[src/iurc_pkg.sv]
// Shared types, constants and helpers for the IPv4/UDP receive checker.
`default_nettype none

package iurc_pkg;

   typedef enum logic [1:0] {
      LINK_LOOPBACK = 2'd0,
      LINK_ETHERNET = 2'd1,
      LINK_SLIP     = 2'd2,
      LINK_PPP      = 2'd3
   } link_type_type;

   typedef enum logic [2:0] {
      STATUS_OK          = 3'd0,
      STATUS_NOT_IP      = 3'd1,
      STATUS_TOO_SHORT   = 3'd2,
      STATUS_BAD_VERSION = 3'd3,
      STATUS_BAD_HDR_LEN = 3'd4,
      STATUS_SHORT_UDP   = 3'd5,
      STATUS_BAD_CSUM    = 3'd6,
      STATUS_NOT_UDP     = 3'd7
   } status_type;

   typedef struct packed {
      status_type  status;
      logic        not_udp;
      logic [5:0]  header_bytes;
      logic [15:0] udp_checksum;
   } result_type;

   localparam logic [15:0] ETHERTYPE_IPV4   = 16'h0800;
   localparam logic [7:0]  PROTO_UDP        = 8'd17;
   localparam logic [3:0]  IP_VERSION_4     = 4'd4;
   localparam logic [5:0]  IP_MIN_HDR_BYTES = 6'd20;
   localparam logic [5:0]  UDP_HDR_BYTES    = 6'd8;
   localparam logic [15:0] ETHERTYPE_HI_IDX = 16'd12;
   localparam logic [15:0] ETHERTYPE_LO_IDX = 16'd13;
   localparam logic [15:0] IP_PROTO_REL     = 16'd9;
   localparam logic [15:0] UDP_CSUM_REL     = 16'd6;
   localparam logic [15:0] COUNT_MAX        = 16'hffff;

   function automatic logic [4:0] link_offset(input link_type_type kind);
      logic [4:0] offset;
      unique case (kind)
         LINK_LOOPBACK: offset = 5'd4;
         LINK_ETHERNET: offset = 5'd14;
         LINK_SLIP:     offset = 5'd24;
         LINK_PPP:      offset = 5'd24;
         default:       offset = 5'd24;
      endcase
      return offset;
   endfunction

endpackage

`default_nettype wire

[src/iurc_frame_track.sv]
// Per-frame header tracking: byte counter, header checksum and field capture.
`default_nettype none

module iurc_frame_track
   import iurc_pkg::*;
(
   input  wire logic          clock,
   input  wire logic          reset,
   input  wire logic          step_en,
   input  wire logic [7:0]    data_byte,
   input  wire logic          last_flag,
   input  wire link_type_type link_type,
   output result_type         result
);

   logic [15:0] byte_count_ff, byte_count_in;
   logic [15:0] sum_ff, sum_in;
   logic [7:0]  hold_ff, hold_in;
   logic [15:0] ether_ff, ether_in;
   logic [7:0]  vihl_ff, vihl_in;
   logic [7:0]  proto_ff, proto_in;
   logic [15:0] udp_ff, udp_in;

   logic [4:0]  offset;
   logic [15:0] offset_ext;
   logic        in_ip;
   logic [15:0] rel;
   logic [5:0]  hdr_len;
   logic [15:0] hdr_len_ext;
   logic [16:0] sum_wide;
   logic [15:0] frame_len;
   logic [15:0] udp_need;
   status_type  status;

   always_comb begin
      offset      = link_offset(link_type);
      offset_ext  = {11'd0, offset};
      in_ip       = (byte_count_ff >= offset_ext);
      rel         = byte_count_ff - offset_ext;

      ether_in = ether_ff;
      if (byte_count_ff == ETHERTYPE_HI_IDX) begin
         ether_in = {data_byte, ether_ff[7:0]};
      end else if (byte_count_ff == ETHERTYPE_LO_IDX) begin
         ether_in = {ether_ff[15:8], data_byte};
      end

      vihl_in = (in_ip && rel == 16'd0) ? data_byte : vihl_ff;
      hdr_len     = {vihl_in[3:0], 2'b00};
      hdr_len_ext = {10'd0, hdr_len};
      proto_in = (in_ip && rel == IP_PROTO_REL) ? data_byte : proto_ff;

      // Header words are summed with the end-around carry folded back in.
      hold_in  = hold_ff;
      sum_in   = sum_ff;
      sum_wide = {1'b0, sum_ff} + {1'b0, hold_ff, data_byte};
      if (in_ip && rel < hdr_len_ext) begin
         if (!rel[0]) begin
            hold_in = data_byte;
         end else begin
            sum_in = sum_wide[16] ? (sum_wide[15:0] + 16'd1) : sum_wide[15:0];
         end
      end

      udp_in = udp_ff;
      if (in_ip && rel == hdr_len_ext + UDP_CSUM_REL) begin
         udp_in = {data_byte, udp_ff[7:0]};
      end else if (in_ip && rel == hdr_len_ext + UDP_CSUM_REL + 16'd1) begin
         udp_in = {udp_ff[15:8], data_byte};
      end

      byte_count_in = (byte_count_ff == COUNT_MAX) ? byte_count_ff : byte_count_ff + 16'd1;

      frame_len = (byte_count_ff == COUNT_MAX) ? COUNT_MAX : byte_count_ff + 16'd1;
      udp_need  = {10'd0, hdr_len} + {10'd0, UDP_HDR_BYTES};

      priority if (link_type == LINK_ETHERNET && ether_in != ETHERTYPE_IPV4) begin
         status = STATUS_NOT_IP;
      end else if (frame_len < offset_ext + {10'd0, IP_MIN_HDR_BYTES}
                   + {10'd0, UDP_HDR_BYTES}) begin
         status = STATUS_TOO_SHORT;
      end else if (vihl_in[7:4] != IP_VERSION_4) begin
         status = STATUS_BAD_VERSION;
      end else if (hdr_len < IP_MIN_HDR_BYTES) begin
         status = STATUS_BAD_HDR_LEN;
      end else if (frame_len - offset_ext < udp_need) begin
         status = STATUS_SHORT_UDP;
      end else if (sum_in != 16'hffff) begin
         status = STATUS_BAD_CSUM;
      end else if (proto_in != PROTO_UDP) begin
         status = STATUS_NOT_UDP;
      end else begin
         status = STATUS_OK;
      end

      result.status       = status;
      result.not_udp      = (status == STATUS_NOT_UDP);
      result.header_bytes = hdr_len;
      result.udp_checksum = (status == STATUS_OK) ? udp_in : 16'd0;
   end

   // The last word of a frame clears everything for the next one.
   always_ff @(posedge clock) begin
      if (reset || (step_en && last_flag)) begin
         byte_count_ff <= '0;
         sum_ff        <= '0;
         hold_ff       <= '0;
         ether_ff      <= '0;
         vihl_ff       <= '0;
         proto_ff      <= '0;
         udp_ff        <= '0;
      end else if (step_en) begin
         byte_count_ff <= byte_count_in;
         sum_ff        <= sum_in;
         hold_ff       <= hold_in;
         ether_ff      <= ether_in;
         vihl_ff       <= vihl_in;
         proto_ff      <= proto_in;
         udp_ff        <= udp_in;
      end
   end

endmodule

`default_nettype wire

[config.mk]
export PLATFORM = sky130hd
export DESIGN_NAME = iurc_frame_track
export DESIGN_NICKNAME = d
export VERILOG_FILES = /design/src/iurc_pkg.sv /design/src/iurc_frame_track.sv
export SDC_FILE = /design/constraint.sdc
export NUM_CORES = 1
export LEC_CHECK = 0
export ABC_CLOCK_PERIOD_IN_PS = 9600
export BUFFER_PORTS_ARGS = -buffer_cell sky130_fd_sc_hd__buf_4
export CAP_MARGIN = 20
export CORE_ASPECT_RATIO = 2
export CORE_UTILIZATION = 45
export CTS_BUF_LIST = sky130_fd_sc_hd__clkbuf_4 sky130_fd_sc_hd__clkbuf_8
export DETAILED_ROUTE_END_ITERATION = 6
export SETUP_SLACK_MARGIN = 0.02
export SLEW_MARGIN = 20
export SYNTH_ARGS = -nofsm -noshare
export SYNTH_HDL_FRONTEND = slang
export SYNTH_SLANG_ARGS = --single-unit
export TNS_END_PERCENT = 10
[constraint.sdc]
create_clock -name clock -period 9.6 [get_ports clock]
set_input_delay 0.48 -clock clock [delete_from_list [all_inputs] [get_ports clock]]
set_output_delay 0.48 -clock clock [all_outputs]
set_load 0.005 [all_outputs]
# Yosys cells after proc, flatten, opt, wreduce, memory -nomap -nowiden
# Index checks and enable logic that the tools add are counted.
[totals]
out_inout_bits = 26
ff_bits = 88
wordCells = 71
[classes]
bitwise_logic = 2
n_eq_ne = 14
order_cmp = 5
n_addsub = 10
reduce_logical = 14
n_mux = 19
[op_table]
columns = ["operator", "n"]
rows = [
  ["two-way mux 16 bit", 7],
  ["== test 16 x 4 -> 1 bit (second input constant)", 3],
  ["adder 16 x 1 -> 16 bit (second input constant)", 2],
  ["< comparator 16 x 7 -> 1 bit", 2],
  ["two-way mux 8 bit", 4],
  ["subtractor 16 x 5 -> 16 bit", 2],
  ["two-way mux 3 bit", 7],
  ["adder 16 x 16 -> 17 bit", 1],
  ["== test 16 bit", 1],
  ["== test 16 bit (second input constant)", 1],
  ["== test 16 x 8 -> 1 bit", 1],
  [">= comparator 16 x 5 -> 1 bit", 1],
  ["zero test 16 bit", 1],
  ["< comparator 16 x 6 -> 1 bit", 1],
  ["inequality test 16 x 12 -> 1 bit (second input constant)", 1],
  ["inequality test 16 bit (second input constant)", 1],
  ["one-hot mux 5 bit (3 select lines)", 1],
  ["adder 6 x 4 -> 7 bit (second input constant)", 2],
  ["adder 7 x 1 -> 8 bit (second input constant)", 1],
  ["inequality test 8 x 5 -> 1 bit (second input constant)", 1],
  ["adder 6 x 3 -> 7 bit (second input constant)", 1],
  ["logical AND 1 bit", 7],
  ["adder 5 x 5 -> 6 bit (second input constant)", 1],
  ["< comparator 6 x 5 -> 1 bit (second input constant)", 1],
  ["other kinds (11)", 13],
]

# Logic depth before layout (Yosys ltp)
[logic_depth]
depth_word = 19
ltp_mapped = 24
ltp_nobuf = 21

# Worst setup path before layout
# Ideal clock, no wire load.
[synth_path]
path_kind = "in2out"
startpoint = "input port link_type[1]"
endpoint = "output port result[10] (netlist name)"
n_path_buf = 3
path_slack_ns = 3.807
required_ns = 9.120
path_stages = 24
t_arrival_ns = 5.313
cell_sequence = "buf_2 > nor2b_1 > ha_1 > inv_1 > fa_1 > nor3b_1 > nand3_1 > a21o_1 > a2111o_1 > nor2_4 > buf_1 > mux2i_1 > inv_1 > ha_1 > inv_1 > ha_1 > a21o_1 > a21oi_1 > o21ai_0 > a2111o_1 > and3b_1 > nand3b_1 > buf_2 > nor2_1"
[synth_rtl]
columns = ["element", "line", "source"]
rows = [
  ["from (decl)", "iurc_frame_track.sv:12", "input wire link_type_type link_type,"],
  ["to (decl)", "iurc_frame_track.sv:13", "output result_type result"],
]

==> metrics.txt <==
final hold slack roughly 450 ps; top cell type's share of synthesized area 24.4%; fin cells approximately 1100; Req. time, crit path between 9000 and 10000 ps; drc violations 0; Tightest Pin Transition about 990 ps; ant diodes 0; number of buffer and inverter stages on the critical path 4; clock skew ~15 ps; H-tree Lvls 3; VDD IR-drop max ~90 uV; total setup buffers inserted after CTS 0; Net count, final approximately 980; DP HPWL roughly 17000 um; Post-synth ARST share 0%; Placed Cells incl. Taps about 1100; fmax 150 MHz; CP max stage cell a2111o_1; final setup vio count 0; critical path arrival 6170 ps; unrepaired setup endpoints after global routing no; final worst path period share between 60% and 70%; largest net degree at the start of global routing 89; vias post-DR 6758; Die H around 180 um; cts repair resizes 0; Routed WL per cell ~20 um; EDFF count, synth 0; initial antenna violation count 0; I/O pins 40; Core Footprint ~0.016 mm^2; top post-synthesis cells by area dfxtp_1, mux2i_1, ha_1; Yosys warnings 0; Iteration-0 DRC Markers between 300 and 400; Clk pwr share between 40% and 50%; Crit path max-delay family simple AND/OR/NAND/NOR gates; Num CTS Buffers 9; Crit. End Element primary output; vias in the first global route approximately 6700; Synth top cells by count nand2_1, nor2_1, dfxtp_1; flops & latches, synth 88; leakage 2.86 nW; Die Wd 91.5 um; outcome complete, no violations; post-DR vias/cell 6.00; Int Pwr about 0.55 mW; Final ANT Viol Nets 0; Post-synth top flop dfxtp_1; largest buffer count on any clock path 2; mapped cell area slightly above 0.007 mm^2; area grow syn2layout 6.75%; Worst slew margin 33.9%; area leader, netlist dfxtp_1; Hold Path Class reg -> reg; CTS tree yes; Gate power share 12.4%; clk root buf clkbuf_8; Syn Inst Count between 900 and 1000; Starting Density 46.0%; Net Sw Frac approximately 30%; routed wire length around 22000 um; fillcell total around 1600; crit path cell chain inv_1, ha_1, inv_1, fa_1, nor3b_1, nand3_1, a21o_1, a2111o_1, nor2_4, mux2i_1, inv_1, ha_1, xor2_1, ha_1, a21oi_1, o21ai_0, a2111o_1, and3b_1, nand3b_1, nor2_1, buf_4; Initial DRT Pass Iterations 4; gpl congestion 0.915; Reg clk slew, reported paths approximately 90 ps; P_sw between 0.2 and 0.25 mW; max-cap violations 0; Skew-Pair Late Insertion Delay roughly 400 ps; distinct cell type count after synthesis between 80 and 90; Buffers on Ports 37; Seq/Total Area, Yosys between 20% and 30%; layout cell share with drive strength beyond 1 slightly below 10%; Tmin final around 6700 ps; power per cell area 102 mW/mm^2; total power 0.783 mW; Multi-input gate area around 0.005 mm^2; Total GRT Usage between 20% and 30%; first-pass GRT wire length about 35000 um; Total Neg Setup Slack 0 ps; critical setup path kind reg -> out; CTS sink count 88; syn avg cell area a little under 8 um^2; Reg power frac a little under half; fin. max-slew vios 0; grt ovf 0; slowest stage delay, CP 530 ps; register area between 0.0015 and 0.002 mm^2; CP Launch Type flop; Crit Path Max Fanout 16; Hold Buf Count CTS 0; Hold Violations, Final 0; num rows 65; Die ar. around 0.017 mm^2; most frequent cell after synthesis nand2_1
-- path summary, 6_finish.rpt --
check                   start         end  slack, ps  depth (start not counted)
max          byte_count_ff[1]  result[10]       2950                         21
min                vihl_ff[6]  vihl_ff[6]        450                          2
max reg2reg  byte_count_ff[1]   udp_ff[5]       3600                         20
min reg2reg        vihl_ff[6]  vihl_ff[6]        450                          2
-- layout by cell type, fill, tap and decap left out, drive strengths merged, types with 7 or more instances in the layout --
| master | instances |
|---|---|
| a21o | 15 |
| nand2 | 104 |
| or4 | 7 |
| ha | 38 |
| o21ai | 25 |
| a31oi | 10 |
| a2111oi | 7 |
| a21oi | 73 |
| a211oi | 15 |
| inv | 34 |
| and2 | 11 |
| nor4 | 19 |
| nand4 | 12 |
| and3 | 10 |
| nor2 | 103 |
| or2 | 7 |
| xor2 | 24 |
| nor3 | 16 |
| clkbuf | 9 |
| nand3 | 43 |
| nand2b | 11 |
| xnor2 | 37 |
| dfxtp | 88 |
| a31o | 7 |
| mux2i | 53 |
| o211ai | 7 |
| buf | 42 |
| or3 | 8 |
-- flip-flops by register name, indices dropped and copies added, names as in the netlist --
register / flops
hold_ff: 8
byte_count_ff: 16
proto_ff: 8
ether_ff: 16
udp_ff: 16
vihl_ff: 8
sum_ff: 16
-- metal layers --
layer	track usage, %	up-vias	wire length [um]
met5	0	-	0
met4	17.0	0	1230
met3	3.28	65	557
met2	55.0	120	12700
met1	25.5	3262	7880
li1	-	3311	-
-- cell families (layout without fill, tap and decap cells) --
logic type / Yosys count / after routing / synth area share, %
simple gates: 380 / 380 / 26.7
compound gates: 207 / 207 / 19.5
buf+inv: 100 / 88 / 6.12
flops: 88 / 88 / 24.4
xor+xnor: 62 / 62 / 7.82
mux: 55 / 55 / 7.67
fa+ha+maj: 43 / 43 / 7.70
other cells: 1 / 3 / 0.0520
-- cell type report --
| class | count | area share [%] |
|---|---|---|
| clock buffers | 9 | 1.61 |
| well taps | 201 | 3.27 |
| flip-flops and latches | 88 | 22.9 |
| clock inverters | 7 | 1.43 |
| repair buffers | 42 | 4.09 |
| inverters | 30 | 1.46 |
| multi-input cells | 750 | 65.3 |
-- stage by stage --
stage                     cell area [um^2]  worst slack, ps  util, %
after CTS                             7700             2940     49.1
after floorplan                       7220             3810        -
after detailed placement              7470             3180     47.6
final                                 7700             2950     49.1
after global placement                7470             3280     47.6
after global routing                  7700             2420     49.1
-- worst reg2reg max path: stages (launching register included) --
cell and delay, ps:
dfxtp_1 440, inv_1 160, ha_1 240, inv_1 60
fa_1 440, nor3b_1 220, nand3_1 100, a21o_1 200
a2111o_1 530, nor2_4 330, mux2i_1 210, inv_1 200
ha_1 260, nor2b_1 80, a31o_1 230, a2111o_1 380
o32a_1 220, or4_1 800, or2_1 490, mux2i_1 210
nor2_1 60
-- power by group through the flow --
stage                     combinational [mW]  clock [mW]  sequential (mW)
after floorplan                       0.0670           0            0.376
after global placement                0.0952           0            0.378
after detailed placement              0.0957           0            0.378
after CTS                             0.0959       0.326            0.369
after global routing                   0.105       0.336            0.370
final                                 0.0968       0.317            0.369
Power figures use the tool's default switching activity.
